File: src/rtl/core/swr_pkg.sv
`timescale 1ns / 1ps
package swr_pkg;

    localparam int COUNT_BITS = 16;
    localparam int REV_BITS   = 16;
    localparam int REV_MAX    = (2 ** REV_BITS) - 1;

    localparam int CFG_IDX_W  = 1;
    localparam int CFG_DATA_W = 24;
    localparam logic [CFG_IDX_W-1:0] CFG_XTOP = 1'b0;
    localparam logic [CFG_IDX_W-1:0] CFG_SEG  = 1'b1;
    localparam logic signed [23:0] XTOP_RESET = 24'sh7FFFFF;
    localparam logic [3:0]         SEG_RESET  = 4'd2;

    // long division: numerator bits, divisor bits, two quotient bits a cycle
    localparam int PROD_W    = 89;
    localparam int DIV_NUM_W = 88;
    localparam int DIV_DEN_W = 33;
    localparam int DIV_STEPS = DIV_NUM_W / 2;
    localparam int DIV_CNT_W = $clog2(DIV_STEPS);

    typedef struct packed {
        logic signed [23:0] potential;
        logic signed [31:0] current;
        logic               last;
    } t_in;

    typedef struct packed {
        logic signed [63:0] area_twice;
        logic [15:0]        reversals;
        logic               status;
    } t_out;

    typedef enum logic [1:0] {
        OP_NONE,
        OP_TRAP,
        OP_TRI,
        OP_STOP
    } t_op;

    typedef struct packed {
        t_op                op;
        logic signed [24:0] dx;
        logic signed [24:0] t;
        logic signed [31:0] y0;
        logic signed [31:0] y1;
        logic               rpt;
        logic               short_of;
        logic [REV_BITS-1:0] rev;
    } t_qent;

    typedef enum logic [3:0] {
        S_IDLE,
        S_SQ,
        S_MLO,
        S_MHI,
        S_MSUM,
        S_DIV,
        S_INNER,
        S_ACC,
        S_REPORT
    } t_bstate;

    function automatic logic [24:0] mag25(input logic signed [24:0] v);
        return v[24] ? 25'(-v) : 25'(v);
    endfunction

    function automatic logic [32:0] mag33(input logic signed [32:0] v);
        return v[32] ? 33'(-v) : 33'(v);
    endfunction

    function automatic logic [63:0] mag64(input logic signed [63:0] v);
        return v[63] ? 64'(-v) : 64'(v);
    endfunction

endpackage

File: src/rtl/core/swr_queue.sv
`timescale 1ns / 1ps
module swr_queue (
    input  logic           i_clk,
    input  logic           i_rst_n,
    input  logic           i_push,
    input  swr_pkg::t_qent i_push_data,
    output logic           o_full,
    input  logic           i_pop,
    output logic           o_valid,
    output swr_pkg::t_qent o_data
);
    import swr_pkg::*;

    t_qent      r_mem [2];
    logic       r_wp;
    logic       r_rp;
    logic [1:0] r_cnt;

    assign o_full  = (r_cnt == 2'd2);
    assign o_valid = (r_cnt != 2'd0);
    assign o_data  = r_mem[r_rp];

    always_ff @(posedge i_clk) begin
        if (!i_rst_n) begin
            r_wp  <= 1'b0;
            r_rp  <= 1'b0;
            r_cnt <= 2'd0;
        end else begin
            if (i_push) begin
                r_wp <= ~r_wp;
            end
            if (i_pop) begin
                r_rp <= ~r_rp;
            end
            r_cnt <= r_cnt + 2'(i_push) - 2'(i_pop);
        end
    end

    always_ff @(posedge i_clk) begin
        if (i_push) begin
            r_mem[r_wp] <= i_push_data;
        end
    end

endmodule

File: config.mk
export PLATFORM = sky130hd
export DESIGN_NAME = swr_queue
export DESIGN_NICKNAME = d
export VERILOG_FILES = /design/src/rtl/core/swr_pkg.sv /design/src/rtl/core/swr_queue.sv
export SDC_FILE = /design/constraint.sdc
export NUM_CORES = 1
export LEC_CHECK = 0
export ABC_AREA = 1
export BUFFER_PORTS_ARGS = -buffer_cell sky130_fd_sc_hd__buf_2
export CORE_AREA = 2 2 150 152
export DETAILED_ROUTE_END_ITERATION = 16
export DIE_AREA = 0 0 152 154
export PLACE_DENSITY_LB_ADDON = 0.08
export SETUP_SLACK_MARGIN = 0.15
export SYNTH_ARGS = -nofsm -noshare
export SYNTH_HDL_FRONTEND = slang
export SYNTH_SLANG_ARGS = --single-unit
File: constraint.sdc
create_clock -name i_clk -period 6.79 [get_ports i_clk]
set_input_delay 0.3395 -clock i_clk [delete_from_list [all_inputs] [get_ports i_clk]]
set_output_delay 0.3395 -clock i_clk [all_outputs]
set_load 0.02 [all_outputs]
Yosys cells after proc, flatten, opt, wreduce, memory -nomap -nowiden. Memory sizes are Yosys's and may differ from the RTL's. A register that Yosys moved wholly into a read port is not among the register bits. Cells that the tools add are included. W data, S select, Z words.

Memories: 1. RAM bits: 268. Output and inout bits: 136. Bits in latches: 0. Bits in read-only memories: 0. Bits in registers: 4.

Memories: r_mem (depth 2, bits a word 134, read ports 1, clocked after memory_dff 1, write ports 1, line swr_queue.sv:14) `t_qent r_mem [2];`.

Equality and inequality tests: 1. Shifts and indexed selects: 0. Multipliers: 0. Bitwise operators: 2. Order comparisons: 0. Divide/modulo/power cells: 0. Reduce and logical (&&, ||, !) cells: 1. $add $sub $neg: 2. Mux-type cells: 4.

Operators with widths (count): $mux W1 (4); $add A2 B1 Y2 (1); $eq A2 B2 Y1 const B (1); $not A1 Y1 (2); $reduce_bool A2 Y1 (1); $sub A2 B1 Y2 (1).

Logic depth before layout (Yosys ltp).
Depth after elaboration: 3. Depth in mapped cells: 9.

Worst setup path before layout. Ideal clock, no wire load.

Kind: input-to-reg. Start: input i_push. End: memory r_mem[0][0] (netlist name), enable pin. Slack: 174 ps. Cell stages on the path: 2. Required time: 6157 ps. Arrival: 5984 ps. Cell sequence: inv_1 -> nor2_1.

Cells in the longest elaborated chain, start to end: 2.

Ends and longest elaborated chain: start: declaration (line swr_queue.sv:5) `input logic i_push,`; $mux W1 (line swr_queue.sv:40) `if (i_push) begin`; $mux W1 (implied by the code) (line swr_queue.sv:41) `r_mem[r_wp] <= i_push_data;`; end: declaration (line swr_queue.sv:14).

No other way between the ends.

==> results.toml <==
[drt]
top_layer_used = "met4"
viasPerCell = 4.71
drc = 0
wirelength_met1_um = 7960
wl_per_cell_um = 17.1
routed-wl-met2_um = 10200
drt_iter0_drc = 274
vias = 5544
wl_met3_um = 1550
first_pass_iters = 4
drtAntennaViolNets = 0
totalWireLength_um = 20100

[finish]
area_growth_pct = 37.6
drive_gt1_share_pct = 50.7
final_area_um2 = 13900
final_nets = 1014
antenna_cells = 0

[clock_network]
clock_latency_ns = 0.53
post_cts_resize_count = 0
cts_max_level = 1
cts_inserted_buffers = 29
root_buffer = "clkbuf_16"
post-cts-setup-buffers = 0
clk_path_buf_depth = 3
clkTransAtPathRegs_ns = 0.06
cts_tree = "built"
cts_hold_repair.buffers = 130
cts_sinks = 273

[synth]
ys_seq_elements = 273
synth_area_um2 = 10100
synth_edf_count = 268
synth_most_common_cell = "edfxtp_1"
synth.avg_cell_area_um2 = 22.5
yosysTopAreaCellShare_pct = 79.4
ys_async_sr_fraction_pct = 0
ys_seq_area_share_pct = 80.4
yosys-top-cells-count = "edfxtp_1 (268), mux2_2 (74), mux2_4 (60)"
synth_top_area_cell = "edfxtp_1"
syn_inst = 450
yosys_warnings = 0
synth.distinct_cells = 12
syn-num-nets = 590
synth-main-ff-cell = "edfxtp_1"
netlist_top_cells_area = "edfxtp_1 (79%), mux2_4 (8.9%), mux2_2 (8.2%), dfxtp_1 (0.99%), buf_6 (0.89%)"

[floorplanning]
rows = 54
die_x_um = 152
io_pins = 274
dieHeight_um = 154
core-area_um2 = 21700
dieArea_um2 = 23400
start_util_pct = 46.7

[timing]
maxSlewViolCount = 0
rsz0062_at_grt = "false"
post-route-min-period_ns = 2.97
hold_viol = 0
skew_ns = 0.00821
max_slew_margin_pct = 33.6
finalCritPeriodShare_pct = 43.7
max_freq_ghz = 0.337
setup-tns-final_ns = 0
finalSetupViolCount = 0
timing.final.ws_setup_ns = 3.82
tightest_slew_ns = 0.994

[place]
place_hpwl_um = 12500
place_ws_ns = 4.27
gp_congestion = 0.725
dpl_cell_area_um2 = 11800
port_buffers = 273

[global_route]
grt_pass1_wl_um = 31000
antenna_found_initial = 0
track_usage_pct = 16.5
grt_pass1_vias = 6057
overflow = 0
grt_max_degree = 76

[worst_setup_path]
rrSetupSlack_ns = 4.43
path_max_fanout = 46
endpoint_kind = "primary output"
r2r-end = "r_mem[0][83]"
startpoint_type = "register"
cp.arrival_ns = 2.63
path_class = "reg2out"
cp.required_ns = 6.45
r2r_start = "r_wp"
worst-r2r-cell-count = 2

[job]
maxCapViolCount = 0

[min_path]
hold_class = "in2reg"
hold_path_startpoint = "i_push_data[128]"
min_path_cells = 1
whs_endpoint = "r_mem[1][128]"

[power_and_ir_drop]
p_per_area_nw_per_um2 = 277
vdd_drop_max_uv = 219
power_leakage_nw = 5.45

[status]
status = "completed"
## how the worst max path moves through the flow
stage | endpoint | slack [ns] | from | cells after the start
4_1_cts | o_data[1] | 3.73 | register | 3
2_1_floorplan | r_mem[0][0] | 0.17 | i_push | 2
6_report | o_data[0] | 3.82 | register | 3
3_5_place_dp | r_mem[0][123] | 4.27 | i_push | 4
5_1_grt | o_data[1] | 3.66 | register | 3
3_3_place_gp | r_mem[0][123] | 4.30 | i_push | 4
## cells by family after synthesis
logic type / synth area share (%)
DFF: 80.4
muxes: 17.1
buffers and inverters: 1.49
AOI/OAI and AO/OA: 0.0493
and+or+nand+nor: 0.679
adders and majority gates: 0.247
## routing by layer
metal	vias up	global-route usage [%]
met3	31	4.68
met2	201	29.3
li1	2622	-
met5	-	0.621
met1	2690	19.7
met4	0	5.03
## stage by stage
step                cells  utilization [%]  total power [mW]  hold WS (ns)
floorplan             450                -              2.29         0.433
global placement      993             54.3              2.42         0.479
detailed placement    993             54.3              2.43         0.489
finish               1176             64.3              3.87        0.0228
global route         1176             64.3              4.02       0.00643
CTS                  1176             64.3              3.92     0.0000604
## state kept, by name (all words and copies together), names as in the netlist, named ones only
signal	count
r_cnt	2
r_mem	268
r_rp	1
r_wp	1
## critical path: stages (launching register included)
cell and delay, ns:
dfxtp_4 0.71, buf_4 0.76, mux2_2 0.41, buf_2 0.16
## layout by cell type (no fill, tap or decap), drive strengths merged
cell         instances
clkinv              14
ha                   2
mux2               134
bufinv               1
dlygate4sd3        130
clkbuf              37
inv                  8
dfxtp                5
nand2                9
nand3                1
buf                278
a21oi                1
edfxtp             268
nor2                 8
## area by class of cell
cell class | count | area, um^2
Sequential cell | 273 | 8150
Multi-Input combinational cell | 155 | 1840
Clock inverter | 16 | 105
Timing Repair Buffer | 408 | 2710
Clock buffer | 37 | 756
Fill cell | 1551 | 7750
Tap cell | 280 | 350
Inverter | 7 | 31.3
## power breakdown
group / switching [mW] / internal, mW / leakage, nW / total, mW
combinational: 0.251 / 0.222 / 2.47 / 0.472
clock: 0.594 / 0.820 / 0.426 / 1.41
sequential: 0.0275 / 1.95 / 2.56 / 1.98
Note: power is estimated with default switching activity, not from simulation.
