[src/rtl/core/swr_pkg.sv]
`timescale 1ns / 1ps
package swr_pkg;

    localparam int COUNT_BITS = 16;
    localparam int REV_BITS   = 16;
    localparam int REV_MAX    = (2 ** REV_BITS) - 1;

    localparam int CFG_IDX_W  = 1;
    localparam int CFG_DATA_W = 24;
    localparam logic [CFG_IDX_W-1:0] CFG_XTOP = 1'b0;
    localparam logic [CFG_IDX_W-1:0] CFG_SEG  = 1'b1;
    localparam logic signed [23:0] XTOP_RESET = 24'sh7FFFFF;
    localparam logic [3:0]         SEG_RESET  = 4'd2;

    // long division: numerator bits, divisor bits, two quotient bits a cycle
    localparam int PROD_W    = 89;
    localparam int DIV_NUM_W = 88;
    localparam int DIV_DEN_W = 33;
    localparam int DIV_STEPS = DIV_NUM_W / 2;
    localparam int DIV_CNT_W = $clog2(DIV_STEPS);

    typedef struct packed {
        logic signed [23:0] potential;
        logic signed [31:0] current;
        logic               last;
    } t_in;

    typedef struct packed {
        logic signed [63:0] area_twice;
        logic [15:0]        reversals;
        logic               status;
    } t_out;

    typedef enum logic [1:0] {
        OP_NONE,
        OP_TRAP,
        OP_TRI,
        OP_STOP
    } t_op;

    typedef struct packed {
        t_op                op;
        logic signed [24:0] dx;
        logic signed [24:0] t;
        logic signed [31:0] y0;
        logic signed [31:0] y1;
        logic               rpt;
        logic               short_of;
        logic [REV_BITS-1:0] rev;
    } t_qent;

    typedef enum logic [3:0] {
        S_IDLE,
        S_SQ,
        S_MLO,
        S_MHI,
        S_MSUM,
        S_DIV,
        S_INNER,
        S_ACC,
        S_REPORT
    } t_bstate;

    function automatic logic [24:0] mag25(input logic signed [24:0] v);
        return v[24] ? 25'(-v) : 25'(v);
    endfunction

    function automatic logic [32:0] mag33(input logic signed [32:0] v);
        return v[32] ? 33'(-v) : 33'(v);
    endfunction

    function automatic logic [63:0] mag64(input logic signed [63:0] v);
        return v[63] ? 64'(-v) : 64'(v);
    endfunction

endpackage

[src/rtl/core/swr_front.sv]
`timescale 1ns / 1ps
module swr_front (
    input  logic                             i_clk,
    input  logic                             i_rst_n,
    input  logic                             i_cfg_we,
    input  logic [swr_pkg::CFG_IDX_W-1:0]    i_cfg_idx,
    input  logic [swr_pkg::CFG_DATA_W-1:0]   i_cfg_data,
    input  logic                             i_in_valid,
    output logic                             o_in_ready,
    input  swr_pkg::t_in                     i_in_data,
    input  logic                             i_q_full,
    output logic                             o_push,
    output swr_pkg::t_qent                   o_push_data
);
    import swr_pkg::*;

    localparam int RW = (COUNT_BITS > REV_BITS) ? COUNT_BITS : REV_BITS + 1;

    logic signed [23:0]    r_xtop;
    logic [3:0]            r_seg;
    logic signed [23:0]    r_older_p;
    logic signed [23:0]    r_newer_p;
    logic signed [31:0]    r_older_c;
    logic signed [31:0]    r_newer_c;
    logic signed [24:0]    r_last_diff;
    logic [1:0]            r_seen;
    logic [COUNT_BITS-1:0] r_bp;
    logic                  r_stopped;

    logic                  fire;
    logic signed [24:0]    diff;
    logic                  rev_pt;
    logic                  active;
    logic                  integ;
    logic                  stop;
    logic [COUNT_BITS:0]   seg_next;
    logic [COUNT_BITS-1:0] n_bp;
    logic [RW-1:0]         rev_w;
    t_op                   op;

    assign fire       = i_in_valid && !i_q_full;
    assign o_in_ready = !i_q_full;

    always_comb begin
        diff     = 25'(r_newer_p) - 25'(i_in_data.potential);
        rev_pt   = (r_last_diff > 0 && diff < 0) || (r_last_diff < 0 && diff > 0);
        active   = (r_seen == 2'd2);
        seg_next = (COUNT_BITS + 1)'(r_seg) + (COUNT_BITS + 1)'(1);
        integ    = active && !rev_pt && !r_stopped && ({1'b0, r_bp} == seg_next);
        stop     = !(r_newer_p < r_xtop);
        op       = OP_NONE;
        if (integ) begin
            if (stop) begin
                op = OP_STOP;
            end else if (r_older_c > 0 || r_newer_c > 0) begin
                op = (r_older_c < 0 || r_newer_c < 0) ? OP_TRI : OP_TRAP;
            end
        end
        n_bp  = (active && rev_pt && r_bp != '1) ? r_bp + COUNT_BITS'(1) : r_bp;
        rev_w = RW'(n_bp) - RW'(1);

        o_push_data.op       = op;
        o_push_data.dx       = 25'(r_newer_p) - 25'(r_older_p);
        o_push_data.t        = 25'(r_xtop) - 25'(r_older_p);
        o_push_data.y0       = r_older_c;
        o_push_data.y1       = r_newer_c;
        o_push_data.rpt      = i_in_data.last;
        o_push_data.short_of = ({1'b0, n_bp} < seg_next);
        o_push_data.rev      = (rev_w > RW'(REV_MAX)) ? '1 : rev_w[REV_BITS-1:0];
        o_push = fire && (op != OP_NONE || i_in_data.last);
    end

    always_ff @(posedge i_clk) begin
        if (!i_rst_n) begin
            r_xtop <= XTOP_RESET;
            r_seg  <= SEG_RESET;
        end else if (i_cfg_we) begin
            case (i_cfg_idx)
                CFG_XTOP: r_xtop <= i_cfg_data[23:0];
                CFG_SEG:  r_seg  <= i_cfg_data[3:0];
                default:  r_seg  <= r_seg;
            endcase
        end
    end

    always_ff @(posedge i_clk) begin
        if (!i_rst_n) begin
            r_older_p   <= '0;
            r_newer_p   <= '0;
            r_older_c   <= '0;
            r_newer_c   <= '0;
            r_last_diff <= '0;
            r_seen      <= 2'd0;
            r_bp        <= COUNT_BITS'(1);
            r_stopped   <= 1'b0;
        end else if (fire) begin
            if (i_in_data.last) begin
                // record ends: back to the reset picture
                r_older_p   <= '0;
                r_newer_p   <= '0;
                r_older_c   <= '0;
                r_newer_c   <= '0;
                r_last_diff <= '0;
                r_seen      <= 2'd0;
                r_bp        <= COUNT_BITS'(1);
                r_stopped   <= 1'b0;
            end else begin
                r_older_p <= r_newer_p;
                r_older_c <= r_newer_c;
                r_newer_p <= i_in_data.potential;
                r_newer_c <= i_in_data.current;
                if (r_seen != 2'd0) begin
                    r_last_diff <= diff;
                end
                if (r_seen != 2'd2) begin
                    r_seen <= r_seen + 2'd1;
                end
                r_bp <= n_bp;
                if (op == OP_STOP) begin
                    r_stopped <= 1'b1;
                end
            end
        end
    end

endmodule

[config.mk]
export PLATFORM = sky130hd
export DESIGN_NAME = swr_front
export DESIGN_NICKNAME = d
export VERILOG_FILES = /design/src/rtl/core/swr_pkg.sv /design/src/rtl/core/swr_front.sv
export SDC_FILE = /design/constraint.sdc
export NUM_CORES = 1
export LEC_CHECK = 0
export BUFFER_PORTS_ARGS = -buffer_cell sky130_fd_sc_hd__buf_2
export CAP_MARGIN = 20
export CORE_ASPECT_RATIO = 0.75
export CORE_UTILIZATION = 45
export DETAILED_ROUTE_END_ITERATION = 10
export PLACE_DENSITY_LB_ADDON = 0.15
export SLEW_MARGIN = 20
export SYNTH_ARGS = -nofsm -noshare
export SYNTH_HDL_FRONTEND = slang
export SYNTH_SLANG_ARGS = --single-unit
[constraint.sdc]
create_clock -name i_clk -period 12.1 [get_ports i_clk]
set_input_delay 3.63 -clock i_clk [delete_from_list [all_inputs] [get_ports i_clk]]
set_output_delay 3.63 -clock i_clk [all_outputs]
set_load 0.05 [all_outputs]
-- Yosys cells after proc, flatten, opt, wreduce, memory -nomap -nowiden
Cells that the tools add are included.
- flip-flop bits (word level): 184
- bits of input ports: 87
- output and inout bits: 136
- logic and storage cells: 77
- add/subtract/negate cells: 7
- order comparisons: 11
- equal/unequal tests: 5
- muxes and demuxes: 17
- bitwise gates (word level): 1
- reductions and logical operators: 26
- operators by type and width (operator ; count):
    $sub A24 B24 Y25 ; 3
    $gt A32 B1 Y1 const B ; 2
    $lt A32 B1 Y1 const B ; 2
    $mux W32 ; 2
    $gt A25 B1 Y1 const B ; 2
    $lt A25 B1 Y1 const B ; 2
    $mux W25 ; 2
    $mux W16 ; 3
    $mux W24 ; 2
    $lt A24 B24 Y1 ; 1
    $gt A17 B16 Y1 const B ; 1
    $sub A16 B1 Y17 const B ; 1
    $add A16 B1 Y16 const B ; 1
    $eq A16 B5 Y1 ; 1
    $lt A16 B5 Y1 ; 1
    $ne A16 B16 Y1 const B ; 1
    $mux W2 ; 6
    $reduce_and A2 Y1 ; 5
    $reduce_bool A2 Y1 ; 5
    $logic_and A1 B1 Y1 ; 9
    $add A4 B1 Y5 const B ; 1
    $eq A2 B2 Y1 const B ; 2
    $logic_or A1 B1 Y1 ; 4
    $logic_not A1 Y1 ; 3
    4 further kinds ; 5

-- Depth between registers and ports, before layout
- word-level depth: 12
- gate-level depth with buffers: 22
- depth with buffers taken out: 21

-- Worst setup path after synthesis
No wires, ideal clock.
- path type: input-to-output
- start: in i_in_data[33] in the netlist's numbering
- end: out o_push_data[16] in the netlist's numbering
- arrival time: 9.235 ns
- data required time: 8.470 ns
- setup slack: -0.765 ns
- stages on the path: 21
- buffers on the path: 1
- cells stage by stage: ha_1 inv_1 fa_1 a21o_1 a221oi_4 o21ai_4 a2111oi_4 nor3_2 a2111oi_2 and4_1 o2111ai_1 and3_1 buf_6 mux2i_1 inv_1 ha_1 o31a_1 o21a_1 o21ai_0 nand2b_1 a2111oi_1
- RTL lines (element ; RTL line ; source):
    start: declaration ; swr_front.sv:10 ; input swr_pkg::t_in i_in_data,
    end: declaration ; swr_front.sv:13 ; output swr_pkg::t_qent o_push_data

==> key figures <==
Route
  • Drt pass-1 iters: 6
  • DRT iter0 DRCs: 892
  • Post-DRT Antenna Nets: 0
  • WL/cell: 16.7 um
  • Drt drc: 0
  • Avg Vias per Cell: 5.48
  • Via count: 12274
  • Wirelength, routed: 37500 um

Finish
  • Synth-to-Final Area Change: 17.0%
  • Storage element area: 3680 um2
  • Nets: 2032
  • Most frequent cells in the layout: 219 x buf_2, 217 x nand2_1, 184 x dfxtp_1, 136 x a21boi_0, 114 x inv_1
  • Commonest non-fill, non-tap cell in the layout: buf_2
  • Final core utilization: 54.2%
  • Multi-input gate area: 8700 um2
  • Filler cells: 2753
  • Ratio of cells with drive above 1 in the final layout: 19.6%
  • Final Non-Filler Cells: 2239

Power and ir drop
  • P per Cell Area: 108 nW/um2
  • Leak Pwr: 6.56 nW
  • Peak VDD IR: 0.0000777 V
  • Total power: 1.65 mW

Clocking
  • Cts bufs inserted: 17
  • Clk root buf: clkbuf_16
  • Clock Path Buffers: 2
  • CTS tree: built
  • Clock Latency Late Sink: 0.45 ns
  • Clock-pin slew of the registers on the worst-case setup and hold paths: 0.08 ns
  • CTS sink count: 184
  • CTS H-tree depth: 4
  • Hold Buf Count CTS: 0

Timing
  • Max-slew violations: 0
  • Count of final setup violators: 0
  • Worst slew pin tran: 1.02 ns
  • Worst Skew: 0.0102 ns
  • Post-layout min period: 11.88 ns
  • Hold slack: 0.468 ns
  • Fmax: 84.1 MHz
  • Period Utilization, post-route: 98.2%
  • Final hold vios: 0
  • RSZ-0062 raised after global routing: true
  • Final setup margin: 0.215 ns
  • Slew margin rel.: 32.2%

Job
  • Maxcap violations: 0

Global route
  • First-pass GRT wire length: 59900 um
  • Busiest grt layer: met1
  • Vias in the first global route: 11389
  • GR Util All Layers: 25.0%
  • Met1 Usage GRT: 37.9%
  • Met2 GRT Util: 36.6%
  • Grt ovf: 0
  • GRT met3 Usage: 3.85%
  • Initial antenna violation count: 1
  • Pin count of the biggest net entering global routing: 103

Placement
  • Number of port buffers: 222
  • Placement Setup Slack: -0.0632 ns
  • Post-placement cell count: 2200
  • Post-DP HPWL: 27100 um
  • GPL Wtd Cong: 0.925

Synth
  • Syn Std Cell Area: 13100 um2
  • Synth async-reset ratio: 0%
  • Number of synthesized flops with an enable pin: 0
  • Share of the synthesized area in the top cell type: 28.1%
  • Syn nets: 1851
  • Post-synthesis cell type count: 92
  • Cell count after synthesis: 1657
  • Top cell type by total area after synthesis: dfxtp_1
  • Syn Area/Cell: 7.92 um2
  • Post-synthesis sequential area ratio: 28.1%
  • FF+latch count, synth: 184
  • Syn. warnings: 0
  • Synth area leaders: dfxtp_1 28%, ha_1 9.9%, a21boi_0 7.8%, nand2_1 6.2%, nand3b_1 5.3%
  • Top_reg_cell synth: dfxtp_1

Hold path
  • Hold Crit Class: flop to flop

Floorplanning
  • Height of the die: 150 um
  • Die Area: 29900 um2
  • Core area: 28300 um2
  • Die Wd: 199 um
  • Initial Utilization: 46.3%
  • Standard-cell rows: 53
  • IO Pins: 223

Setup path
  • Crit path kind: primary input to primary output
  • CP max FO: 4
  • CP endpoint kind: primary output
  • Crit path DAT: 8.25 ns
  • Type of origin of the critical path: primary input
  • Data required, critical path: 8.47 ns

Run status
  • Outcome: completed
-- worst paths after layout --
path,from,end,slack (ns),cells after the start
max,i_in_data[33],o_push_data[16],0.22,23
min reg2reg,r_older_p[16],r_older_p[16],0.47,2
min,r_older_p[16],r_older_p[16],0.47,2
max reg2reg,r_newer_p[0],r_bp[7],7.57,20
-- synth_stat cells (6+ instances only) --
| master | count |
|---|---|
| nand2_1 | 218 |
| a21o_1 | 16 |
| o21ai_0 | 57 |
| or2_2 | 6 |
| ha_1 | 104 |
| xor2_1 | 34 |
| nand3_1 | 27 |
| nand4_1 | 14 |
| and2_1 | 7 |
| buf_6 | 6 |
| mux2i_1 | 6 |
| nand3b_1 | 93 |
| a22oi_1 | 25 |
| xnor2_1 | 45 |
| o211ai_1 | 31 |
| inv_1 | 114 |
| clkbuf_1 | 80 |
| nor4_1 | 25 |
| a211oi_1 | 9 |
| or3_1 | 39 |
| a31oi_1 | 11 |
| dfxtp_1 | 184 |
| nor3_1 | 32 |
| nand2b_1 | 9 |
| nor2b_1 | 52 |
| o21a_1 | 7 |
| a21boi_0 | 136 |
| nor2_1 | 86 |
| a21oi_1 | 61 |
-- sequential cells by signal, indices dropped and copies added (netlist names) --
signal and cells:
r_xtop 24, r_bp 16, r_seg 4, r_newer_p 24, r_last_diff 25, r_stopped 1, r_seen 2, r_older_p 24
r_newer_c 32, r_older_c 32
-- metrics by stage --
step	area [um2]	setup TNS, ns
2_1_floorplan	13100	0
3_3_place_gp	14600	0
3_5_place_dp	14600	-0.109
4_1_cts	15200	0
5_1_grt	15400	-0.0323
6_report	15400	0
-- cells by family (layout without fill, tap and decap cells) --
group	after synthesis	count (layout)	share of synthesized area, %
AND/OR/NAND/NOR	645	645	25.9
flip-flops	184	184	28.1
buffers and inverters	214	408	6.69
adder cells (fa/ha/maj)	107	107	10.4
AO/OA/AOI/OAI	419	419	22.9
XOR/XNOR	79	79	5.27
multiplexers	9	9	0.820
other	0	3	0
-- final cells by class --
class	count	share of cell area, %
clock inverter	15	1.34
inverter	114	2.79
clock buffer	17	2.77
timing repair buffer	262	9.26
tap	385	3.14
sequential	184	24.0
multi-input combinational	1259	56.7
antenna	3	0.0489
-- power breakdown --
group,internal (mW),switching [mW]
sequential,0.618,0.0129
clock,0.302,0.300
combinational,0.132,0.288
total,1.05,0.601
-- repair_timing --
item / 4_1_cts / 5_1_grt
setup buffers: 0 / 4
setup endpoints to repair: 2 / 13
pin swaps: 0 / 7
gates resized for setup: 3 / 20
-- critical path, stage by stage --
cell       delay, ns
buf_2           0.09
ha_1            0.14
inv_1           0.05
fa_1            0.38
a21o_1          0.25
a221oi_4        0.40
o211ai_1        0.15
a21oi_2         0.22
a31oi_1         0.15
a31o_1          0.28
a311oi_2        0.32
a21o_1          0.19
and3_4          0.21
mux2i_2         0.21
buf_4           0.15
inv_1           0.04
ha_1            0.28
o31a_1          0.10
o21a_1          0.17
o21ai_1         0.13
nand2b_1        0.11
a2111oi_4       0.38
buf_6           0.21
-- per-layer routing --
layer	wire length [um]	vias to the layer above	part of all wire, %
met2	15800	285	42
met3	1760	29	4.7
li1	-	6191	-
met1	19500	5769	52
met4	424	0	1.1
met5	0	-	0
Note: power is estimated with default switching activity, not from simulation.
