--- config.mk ---
export PLATFORM = sky130hd
export DESIGN_NAME = swr_back
export DESIGN_NICKNAME = d
export VERILOG_FILES = /design/src/rtl/core/swr_pkg.sv /design/src/rtl/core/swr_back.sv
export SDC_FILE = /design/constraint.sdc
export NUM_CORES = 2
export LEC_CHECK = 0
export BUFFER_PORTS_ARGS = -buffer_cell sky130_fd_sc_hd__buf_4
export CORE_ASPECT_RATIO = 0.5
export CORE_MARGIN = 4
export CORE_UTILIZATION = 50
export DETAILED_ROUTE_END_ITERATION = 10
export GPL_TIMING_DRIVEN = 1
export PLACE_DENSITY = 0.74
export SLEW_MARGIN = 20
export SYNTH_ARGS = -nofsm -noshare
export SYNTH_HDL_FRONTEND = slang
export SYNTH_SLANG_ARGS = --single-unit
--- constraint.sdc ---
create_clock -name i_clk -period 10.7 [get_ports i_clk]
set_input_delay 0.535 -clock i_clk [delete_from_list [all_inputs] [get_ports i_clk]]
set_output_delay 0.535 -clock i_clk [all_outputs]
set_load 0.03 [all_outputs]
--- src/rtl/core/swr_pkg.sv ---
`timescale 1ns / 1ps
package swr_pkg;

    localparam int COUNT_BITS = 16;
    localparam int REV_BITS   = 16;
    localparam int REV_MAX    = (2 ** REV_BITS) - 1;

    localparam int CFG_IDX_W  = 1;
    localparam int CFG_DATA_W = 24;
    localparam logic [CFG_IDX_W-1:0] CFG_XTOP = 1'b0;
    localparam logic [CFG_IDX_W-1:0] CFG_SEG  = 1'b1;
    localparam logic signed [23:0] XTOP_RESET = 24'sh7FFFFF;
    localparam logic [3:0]         SEG_RESET  = 4'd2;

    // long division: numerator bits, divisor bits, two quotient bits a cycle
    localparam int PROD_W    = 89;
    localparam int DIV_NUM_W = 88;
    localparam int DIV_DEN_W = 33;
    localparam int DIV_STEPS = DIV_NUM_W / 2;
    localparam int DIV_CNT_W = $clog2(DIV_STEPS);

    typedef struct packed {
        logic signed [23:0] potential;
        logic signed [31:0] current;
        logic               last;
    } t_in;

    typedef struct packed {
        logic signed [63:0] area_twice;
        logic [15:0]        reversals;
        logic               status;
    } t_out;

    typedef enum logic [1:0] {
        OP_NONE,
        OP_TRAP,
        OP_TRI,
        OP_STOP
    } t_op;

    typedef struct packed {
        t_op                op;
        logic signed [24:0] dx;
        logic signed [24:0] t;
        logic signed [31:0] y0;
        logic signed [31:0] y1;
        logic               rpt;
        logic               short_of;
        logic [REV_BITS-1:0] rev;
    } t_qent;

    typedef enum logic [3:0] {
        S_IDLE,
        S_SQ,
        S_MLO,
        S_MHI,
        S_MSUM,
        S_DIV,
        S_INNER,
        S_ACC,
        S_REPORT
    } t_bstate;

    function automatic logic [24:0] mag25(input logic signed [24:0] v);
        return v[24] ? 25'(-v) : 25'(v);
    endfunction

    function automatic logic [32:0] mag33(input logic signed [32:0] v);
        return v[32] ? 33'(-v) : 33'(v);
    endfunction

    function automatic logic [63:0] mag64(input logic signed [63:0] v);
        return v[63] ? 64'(-v) : 64'(v);
    endfunction

endpackage

--- src/rtl/core/swr_back.sv ---
`timescale 1ns / 1ps
module swr_back (
    input  logic           i_clk,
    input  logic           i_rst_n,
    input  logic           i_q_valid,
    input  swr_pkg::t_qent i_q_data,
    output logic           o_pop,
    output logic           o_out_valid,
    input  logic           i_out_ready,
    output swr_pkg::t_out  o_out_data
);
    import swr_pkg::*;

    t_bstate               r_state, n_state;
    t_op                   r_op, n_op;
    logic                  r_rpt, n_rpt;
    logic                  r_short, n_short;
    logic [REV_BITS-1:0]   r_rev, n_rev;
    logic [24:0]           r_a, n_a;
    logic                  r_neg, n_neg;
    logic                  r_qneg, n_qneg;
    logic                  r_stage2, n_stage2;
    logic [31:0]           r_sqy, n_sqy;
    logic [63:0]           r_b, n_b;
    logic [63:0]           r_plo, n_plo;
    logic [63:0]           r_phi, n_phi;
    logic [PROD_W-1:0]     r_prod, n_prod;
    logic [DIV_DEN_W-1:0]  r_den, n_den;
    logic [DIV_DEN_W-1:0]  r_rem, n_rem;
    logic [DIV_NUM_W-1:0]  r_num, n_num;
    logic [DIV_CNT_W-1:0]  r_cnt, n_cnt;
    logic signed [31:0]    r_y0, n_y0;
    logic signed [24:0]    r_t, n_t;
    logic signed [63:0]    r_acc, n_acc;
    logic                  r_out_valid, n_out_valid;
    t_out                  r_out, n_out;

    logic [31:0]           mul_a, mul_b;
    logic [63:0]           mul_p;
    logic [DIV_DEN_W:0]    sh;
    logic signed [32:0]    sum33, dif33, two_y0;
    logic signed [31:0]    ypos, yneg;
    logic [63:0]           q, mag;
    logic signed [63:0]    inner;
    logic signed [65:0]    res;
    logic                  ovf;

    assign mul_p       = mul_a * mul_b;
    assign o_out_valid = r_out_valid;
    assign o_out_data  = r_out;
    assign o_pop       = (r_state == S_IDLE) && i_q_valid;

    always_comb begin
        n_state = r_state;  n_op = r_op;  n_rpt = r_rpt;  n_short = r_short;
        n_rev = r_rev;  n_a = r_a;  n_neg = r_neg;  n_qneg = r_qneg;
        n_stage2 = r_stage2;  n_sqy = r_sqy;  n_b = r_b;  n_plo = r_plo;
        n_phi = r_phi;  n_prod = r_prod;  n_den = r_den;  n_rem = r_rem;
        n_num = r_num;  n_cnt = r_cnt;  n_y0 = r_y0;  n_t = r_t;  n_acc = r_acc;
        n_out = r_out;
        n_out_valid = r_out_valid && !i_out_ready;

        mul_a = 32'(r_a);
        mul_b = r_b[31:0];
        sh    = '0;
        sum33  = 33'(i_q_data.y0) + 33'(i_q_data.y1);
        dif33  = 33'(i_q_data.y1) - 33'(i_q_data.y0);
        two_y0 = {i_q_data.y0, 1'b0};
        ypos   = i_q_data.y0[31] ? i_q_data.y1 : i_q_data.y0;
        yneg   = i_q_data.y0[31] ? i_q_data.y0 : i_q_data.y1;
        q      = r_num[63:0];
        inner  = 64'($signed({r_y0, 1'b0})) + (r_qneg ? 64'(-q) : 64'(q));
        mag    = (r_op == OP_TRI) ? r_num[63:0] : r_prod[63:0];
        ovf    = (r_op != OP_TRI) && (r_prod[PROD_W-1:64] != '0);
        res    = r_neg ? (66'(r_acc) - 66'(mag)) : (66'(r_acc) + 66'(mag));

        case (r_state)
            S_IDLE: begin
                if (i_q_valid) begin
                    n_op     = i_q_data.op;
                    n_rpt    = i_q_data.rpt;
                    n_short  = i_q_data.short_of;
                    n_rev    = i_q_data.rev;
                    n_y0     = i_q_data.y0;
                    n_t      = i_q_data.t;
                    n_stage2 = 1'b1;
                    case (i_q_data.op)
                        OP_TRAP: begin
                            n_a     = mag25(i_q_data.dx);
                            n_b     = 64'(mag33(sum33));
                            n_neg   = i_q_data.dx[24] ^ sum33[32];
                            n_state = S_MLO;
                        end
                        OP_TRI: begin
                            // clipped triangle: |dx| * y^2 / (ypos - yneg)
                            n_a     = mag25(i_q_data.dx);
                            n_neg   = i_q_data.dx[24];
                            n_sqy   = ypos;
                            n_den   = DIV_DEN_W'(33'(ypos) - 33'(yneg));
                            n_state = S_SQ;
                        end
                        OP_STOP: begin
                            n_a = mag25(i_q_data.t);
                            if (i_q_data.dx != '0) begin
                                n_b      = 64'(mag33(dif33));
                                n_den    = DIV_DEN_W'(mag25(i_q_data.dx));
                                n_qneg   = dif33[32] ^ i_q_data.t[24] ^ i_q_data.dx[24];
                                n_stage2 = 1'b0;
                            end else begin
                                n_b   = 64'(mag33(two_y0));
                                n_neg = i_q_data.t[24] ^ two_y0[32];
                            end
                            n_state = S_MLO;
                        end
                        default: begin
                            n_state = i_q_data.rpt ? S_REPORT : S_IDLE;
                        end
                    endcase
                end
            end
            S_SQ: begin
                mul_a   = r_sqy;
                mul_b   = r_sqy;
                n_b     = mul_p;
                n_state = S_MLO;
            end
            S_MLO: begin
                n_plo   = mul_p;
                n_state = S_MHI;
            end
            S_MHI: begin
                mul_b   = r_b[63:32];
                n_phi   = mul_p;
                n_state = S_MSUM;
            end
            S_MSUM: begin
                n_prod = (PROD_W'(r_phi) << 32) + PROD_W'(r_plo);
                n_num  = n_prod[DIV_NUM_W-1:0];
                n_rem  = '0;
                n_cnt  = '0;
                if (r_op == OP_TRI || !r_stage2) begin
                    n_state = S_DIV;
                end else begin
                    n_state = S_ACC;
                end
            end
            S_DIV: begin
                for (int k = 0; k < 2; k++) begin
                    sh    = {n_rem, n_num[DIV_NUM_W-1]};
                    n_num = {n_num[DIV_NUM_W-2:0], 1'b0};
                    if (sh >= {1'b0, r_den}) begin
                        n_rem    = DIV_DEN_W'(sh - {1'b0, r_den});
                        n_num[0] = 1'b1;
                    end else begin
                        n_rem = sh[DIV_DEN_W-1:0];
                    end
                end
                n_cnt = r_cnt + DIV_CNT_W'(1);
                if (r_cnt == DIV_CNT_W'(DIV_STEPS - 1)) begin
                    n_state = (r_op == OP_TRI) ? S_ACC : S_INNER;
                end
            end
            S_INNER: begin
                // interpolated height at xtop, then times t
                n_b      = mag64(inner);
                n_neg    = r_t[24] ^ inner[63];
                n_stage2 = 1'b1;
                n_state  = S_MLO;
            end
            S_ACC: begin
                if (ovf) begin
                    n_acc = r_neg ? {1'b1, 63'd0} : {1'b0, {63{1'b1}}};
                end else if (res[65:63] != 3'b000 && res[65:63] != 3'b111) begin
                    n_acc = res[65] ? {1'b1, 63'd0} : {1'b0, {63{1'b1}}};
                end else begin
                    n_acc = res[63:0];
                end
                n_state = r_rpt ? S_REPORT : S_IDLE;
            end
            S_REPORT: begin
                if (!r_out_valid || i_out_ready) begin
                    n_out_valid      = 1'b1;
                    n_out.area_twice = r_short ? '0 : r_acc;
                    n_out.reversals  = r_rev;
                    n_out.status     = r_short;
                    n_acc            = '0;
                    n_state          = S_IDLE;
                end
            end
            default: begin
                n_state = S_IDLE;
            end
        endcase
    end

    always_ff @(posedge i_clk) begin
        if (!i_rst_n) begin
            r_state     <= S_IDLE;
            r_acc       <= '0;
            r_out_valid <= 1'b0;
            r_cnt       <= '0;
        end else begin
            r_state     <= n_state;
            r_acc       <= n_acc;
            r_out_valid <= n_out_valid;
            r_cnt       <= n_cnt;
        end
    end

    always_ff @(posedge i_clk) begin
        r_op <= n_op;  r_rpt <= n_rpt;  r_short <= n_short;  r_rev <= n_rev;
        r_a <= n_a;  r_neg <= n_neg;  r_qneg <= n_qneg;  r_stage2 <= n_stage2;
        r_sqy <= n_sqy;  r_b <= n_b;  r_plo <= n_plo;  r_phi <= n_phi;
        r_prod <= n_prod;  r_den <= n_den;  r_rem <= n_rem;  r_num <= n_num;
        r_y0 <= n_y0;  r_t <= n_t;  r_out <= n_out;
    end

endmodule

### Word-level counts from Yosys, hierarchy flattened

Index checks and enable logic that the tools add are counted.

* bits in registers: 721
* input bits: 138
* output and inout bits: 83
* word-level logic and storage cells: 158

* $add $sub $neg: 17
* multipliers: 1
* $lt $le $gt $ge: 2
* equal/unequal tests: 22
* multiplexer cells: 53
* bitwise gates (word level): 5
* reduce and logical (&&, ||, !) cells: 33

Operator list (count)
* $mux W64: 9
* $mux W33: 8
* $pmux W64 S2: 2
* $pmux W64 S3: 1
* $pmux W88 S2: 1
* $pmux W33 S2: 2
* $neg A64 Y64: 2
* $neg A33 Y33: 3
* $mux W32: 3
* $add A89 B64 Y89: 1
* $ge A34 B33 Y1: 2
* $add A64 B65 Y66: 1
* $mux W66: 1
* $sub A32 B32 Y33: 2
* $sub A33 B33 Y33: 2
* $sub A64 B65 Y66: 1
* $add A64 B64 Y64: 1
* $mul A32 B32 Y64: 1
* $pmux W32 S2: 1
* $mux W25: 2
* $neg A25 Y25: 2
* $pmux W25 S2: 1
* $reduce_bool A25 Y1: 2
* $add A32 B32 Y33: 1
* other kinds (31): 81

### Logic depth before layout (Yosys ltp)

* depth in word-level cells: 9
* mapped depth: 40
* depth with buffers taken out: 35

### Least setup slack after synthesis

Ideal clock, no wire load.

* kind: reg2reg
* start: reg r_state[0]
* end: reg r_b[62] (data pin)
* library setup time: 0.256 ns
* arrival time: 9.354 ns
* required time: 10.444 ns
* slack: 1.090 ns
* stages on the path, launching flop included: 36
* buffers on the path: 5
* clock period less this slack: 9.610 ns
* cell sequence: dfxtp_1 -> clkbuf_1 -> nand2b_1 -> nor3_1 -> clkbuf_1 -> buf_1 -> mux2i_1 -> clkbuf_1 -> nor2_1 -> fa_1 -> inv_1 -> fa_1 -> inv_1 -> fa_1 -> fa_1 -> fa_1 -> fa_1 -> fa_1 -> inv_1 -> fa_1 -> inv_1 -> ha_1 -> clkbuf_1 -> a21oi_1 -> o21a_1 -> a21o_1 -> a21oi_1 -> o31ai_1 -> a21boi_0 -> o31ai_1 -> a21oi_1 -> o31a_1 -> or4_1 -> o211ai_1 -> xor2_1 -> a22o_1

* longest elaborated chain between the ends: 4
* elaborated cells on any way between the ends: 8
* those cells by class: 1 x mul; 3 x eq/ne; 3 x mux; 1 x reduce/logical

RTL lines
* start, declared: RTL line swr_back.sv:14 `t_bstate r_state, n_state;`
* start signal, assigned: RTL line swr_back.sv:202 `r_state <= n_state;`
* $eq A4 B2 Y1 / $eq A4 B1 Y1 (equally long branches): RTL line swr_back.sv:76 `case (r_state)`
* $pmux W32 S2 / $mux W32 (equally long branches): RTL line swr_back.sv:76
* $mul A32 B32 Y64 *: RTL line swr_back.sv:48 `assign mul_p = mul_a * mul_b;`
* net mul_p[62]: RTL line swr_back.sv:39 `logic [63:0] mul_p;`
* $pmux W64 S3 *: RTL line swr_back.sv:76
* net n_b[62]: RTL line swr_back.sv:24 `logic [63:0] r_b, n_b;`
* end signal, assigned: RTL line swr_back.sv:212 `r_sqy <= n_sqy; r_b <= n_b; r_plo <= n_plo; r_phi <= n_phi;`
* end, declared: RTL line swr_back.sv:24

Mark *: on every way through the listed nets, which the timed path passes. The rest lies on a longest branch.
A chain may end at the register's enable or synchronous reset.

### Final worst setup path

* start: reg r_state[2]
* end: reg r_b[62] (data pin)

The elaborated chain is that of the path after synthesis.

==> metrics.md <==
| Metric | Value |
|---|---|
| Worst Hold Class | in2reg |
| Num CTS Buffers | 72 |
| Final WL | 367,000 um |
| CP most frequent cell | fa_1 |
| Area Growth Syn to Fin | 8.95% |
| Violation count after the first detailed-routing iteration | 9,382 |
| Largest cells by area after synthesis | edfxtp_1, fa_1, ha_1 |
| Worst R2R Setup Slack | 0.19 ns |
| Mean Syn Cell Area | 8.78 um2 |
| Dpl cells | 12.2k |
| Gr ovfl total | 0 |
| Largest net degree at the start of global routing | 77 |
| Post-CTS setup buffer count | 0 |
| IO Pins | 221 |
| Post-DP HPWL | 301,000 um |
| Max Root-Sink Buffers | 3 |
| Commonest cells in the netlist | nand2_1, nor2_1, inv_1, fa_1, edfxtp_1 |
| Worst setup SP type | register |
| CP Capture Type | register |
| Worst slew pin tran | 1.20 ns |
| Total of max-cap violations | 0 |
| Synthesis warning total | 0 |
| Outcome | complete, no violations |
| Max H-tree Level | 3 |
| Synthesized area | 87,100 um2 |
| Final period util | 0.982 |
| Layout cell share with drive strength beyond 1 | 0.0822 |
| CP max stage cell | fa_1 |
| Worst Setup EP | r_b[62] |
| Clock Latency Late Sink | 0.70 ns |
| R2R depth | 32 |
| Vias in the first global route | 73.6k |
| Worst Clk Skew | 0.0560 ns |
| Number of flops mapped to enable cells by yosys | 622 |
| TritonRoute pass-1 iters | 6 |
| Count leader, synth | nand2_1 |
| Starting Density | 0.507 |
| Worst path arrival time | 10.95 ns |
| Final setup fails | 0 |
| RSZ-0062 raised after global routing | true |
| Final GP Congestion | 1.10 |
| Reg2reg end | r_b[62] |
| Wire per inst | 29.7 um |
| Die Wd | 598 um |
| Post-route insts no fill | 12.4k |
| DRT antenna net count | 0 |
| GRT Total Usage | 0.401 |
| NumNets Final | 11.6k |
| Max-slew headroom | 0.188 |
| Crit path time final | 10.51 ns |
| Initial antenna violation count | 32 |
| Largest stage delay on the critical path | 0.56 ns |
| Die area | 181,000 um2 |
| CTS sink cnt | 697 |
| Post-synth top area cell | edfxtp_1 |
| Share of the synthesized area in the top cell type | 0.215 |
| Row cnt | 107 |
| CTS tree | built |
| Vias per std cell | 6.20 |
| Root buf cell | clkbuf_16 |
| Net Count, Synth | 11.5k |
| Worst EP required | 11.13 ns |
| IO Port Bufs | 220 |
| Yosys reg bits | 697 |
| Critical Path Start | r_state[2] |
| Start of the worst register-to-register path | r_state[2] |
| Register area share after synthesis | 0.232 |
| Die height | 303 um |
| Crit Path Max Fanout | 32 |
| Max Clk Rate | 0.0951 GHz |
| First-pass GRT wire length | 523,000 um |
| # DRC | 0 |
| Fin. max-slew vios | 0 |
| Synth cell types | 109 |
| FFs w/ async S/R, synth | 0 |
| Worst setup path class | reg2reg |
| Final Hold Fails | 0 |
| Ys flop type | edfxtp_1 |
| Mapped Cells | 9,912 |
| CTS clk-pin slew, worst paths | 0.07 ns |
| Core ar. | 172,000 um2 |
| Via count | 76.7k |
-- area by class of cell --
cell class                      count  area, um2
Fill cell                       15700      76800
Timing Repair Buffer              517       4050
Clock inverter                     48        557
Inverter                         1097       4120
Multi-Input combinational cell   7630      61100
Clock buffer                       83       1880
Antenna cell                       14       35.0
Sequential cell                   697      20200
Tap cell                         2289       2860
-- cell usage in the layout, fill, tap and decap left out, types with 20 or more instances in the layout --
| cell type | netlist | final |
|---|---|---|
| a211oi_1 | 49 | 49 |
| a21o_1 | 212 | 212 |
| a21oi_1 | 564 | 556 |
| a221oi_1 | 28 | 28 |
| a31oi_1 | 77 | 77 |
| and2_1 | 56 | 55 |
| and3_1 | 48 | 47 |
| buf_4 | 3 | 490 |
| clkbuf_16 | 0 | 73 |
| dfxtp_1 | 75 | 74 |
| edfxtp_1 | 622 | 622 |
| fa_1 | 904 | 903 |
| ha_1 | 587 | 587 |
| inv_1 | 1091 | 1088 |
| mux2_2 | 64 | 64 |
| mux2i_1 | 198 | 184 |
| nand2_1 | 1206 | 1203 |
| nand2b_1 | 76 | 75 |
| nand3_1 | 116 | 116 |
| nand4_1 | 88 | 88 |
| nor2_1 | 1173 | 1166 |
| nor2b_1 | 135 | 133 |
| nor3_1 | 132 | 130 |
| nor4_1 | 47 | 45 |
| o211ai_1 | 61 | 61 |
| o21a_1 | 64 | 64 |
| o21ai_0 | 383 | 376 |
| o21bai_1 | 96 | 96 |
| o31a_1 | 20 | 20 |
| o31ai_1 | 86 | 85 |
| o41ai_1 | 28 | 27 |
| or2_2 | 42 | 42 |
| or3_1 | 77 | 77 |
| or4_1 | 31 | 31 |
| xnor2_1 | 436 | 434 |
| xor2_1 | 229 | 229 |
-- flip-flops by register name, indices dropped and copies added (netlist names) --
signal	flops
r_cnt	6
o_out_valid	1
r_neg	1
r_den	33
r_b	64
r_y0	32
r_acc	64
r_plo	64
r_rem	33
r_num	88
r_short	1
r_rpt	1
r_rev	16
r_prod	89
r_a	25
r_t	1
o_out_data	81
r_op	2
r_phi	57
r_qneg	1
r_state	4
r_stage2	1
r_sqy	32
-- worst max-delay path, delay by kind of cell (launching register included) --
family,cells,cell delay (ns)
and+or+nand+nor,10,2.75
buffers and inverters,5,1.03
AOI/OAI and AO/OA,7,1.48
xor gates and xnor gates,1,0.13
DFF,1,0.31
adders and majority gates,9,4.49
-- per-stage QoR --
| step | hold WS [ns] | setup TNS [ns] | util | instance area [um2] | worst slack (ns) |
|---|---|---|---|---|---|
| floorplan | 0.400 | 0 | - | 87100 | 1.09 |
| global placement | 0.400 | 0 | 0.537 | 92200 | 0.490 |
| detailed placement | 0.405 | 0 | 0.537 | 92200 | 0.437 |
| CTS | 0.0570 | 0 | 0.552 | 94800 | 0.377 |
| global route | 0.0694 | -0.0465 | 0.552 | 94800 | -0.0465 |
| finish | 0.0903 | 0 | 0.553 | 94800 | 0.189 |
-- layer usage --
layer / part of all wire / GRT usage / up-vias / wire length [um]
met5: 0.00016 / 0 / - / 57
met4: 0.043 / 0.136 / 8 / 15700
met3: 0.15 / 0.164 / 714 / 53900
met2: 0.40 / 0.563 / 4523 / 146000
met1: 0.41 / 0.559 / 37800 / 152000
li1: - / - / 33600 / -
-- logic make-up after synthesis --
group | Yosys count | share of synthesized area
buf+inv | 1585 | 0.0686
flops | 697 | 0.232
fa+ha+maj | 1491 | 0.292
xor+xnor | 667 | 0.0673
mux | 262 | 0.0310
compound gates | 1901 | 0.140
simple gates | 3309 | 0.169
-- worst min-delay path by stage --
stage / startpoint / to / slack [ns] / cells past startpoint
floorplan: r_rev[9] / o_out_data[10] / 0.40 / 0
global placement: r_rev[15] / o_out_data[16] / 0.40 / 0
detailed placement: r_rev[14] / o_out_data[15] / 0.40 / 0
CTS: i_q_data[80] / r_y0[30] / 0.06 / 1
global route: i_q_data[80] / r_y0[30] / 0.07 / 1
finish: i_q_data[80] / r_y0[30] / 0.09 / 1
-- what timing repair did --
action | in CTS | in global routing
hold endpoints to repair | 17 | 0
hold buffers | 17 | 0
endpoints found under the setup margin | 0 | 2
resized for setup | 0 | 4
Power is left out: the tool's default activity adds up to more than one toggle a clock period on the data nets, which glitch-free logic cannot reach.
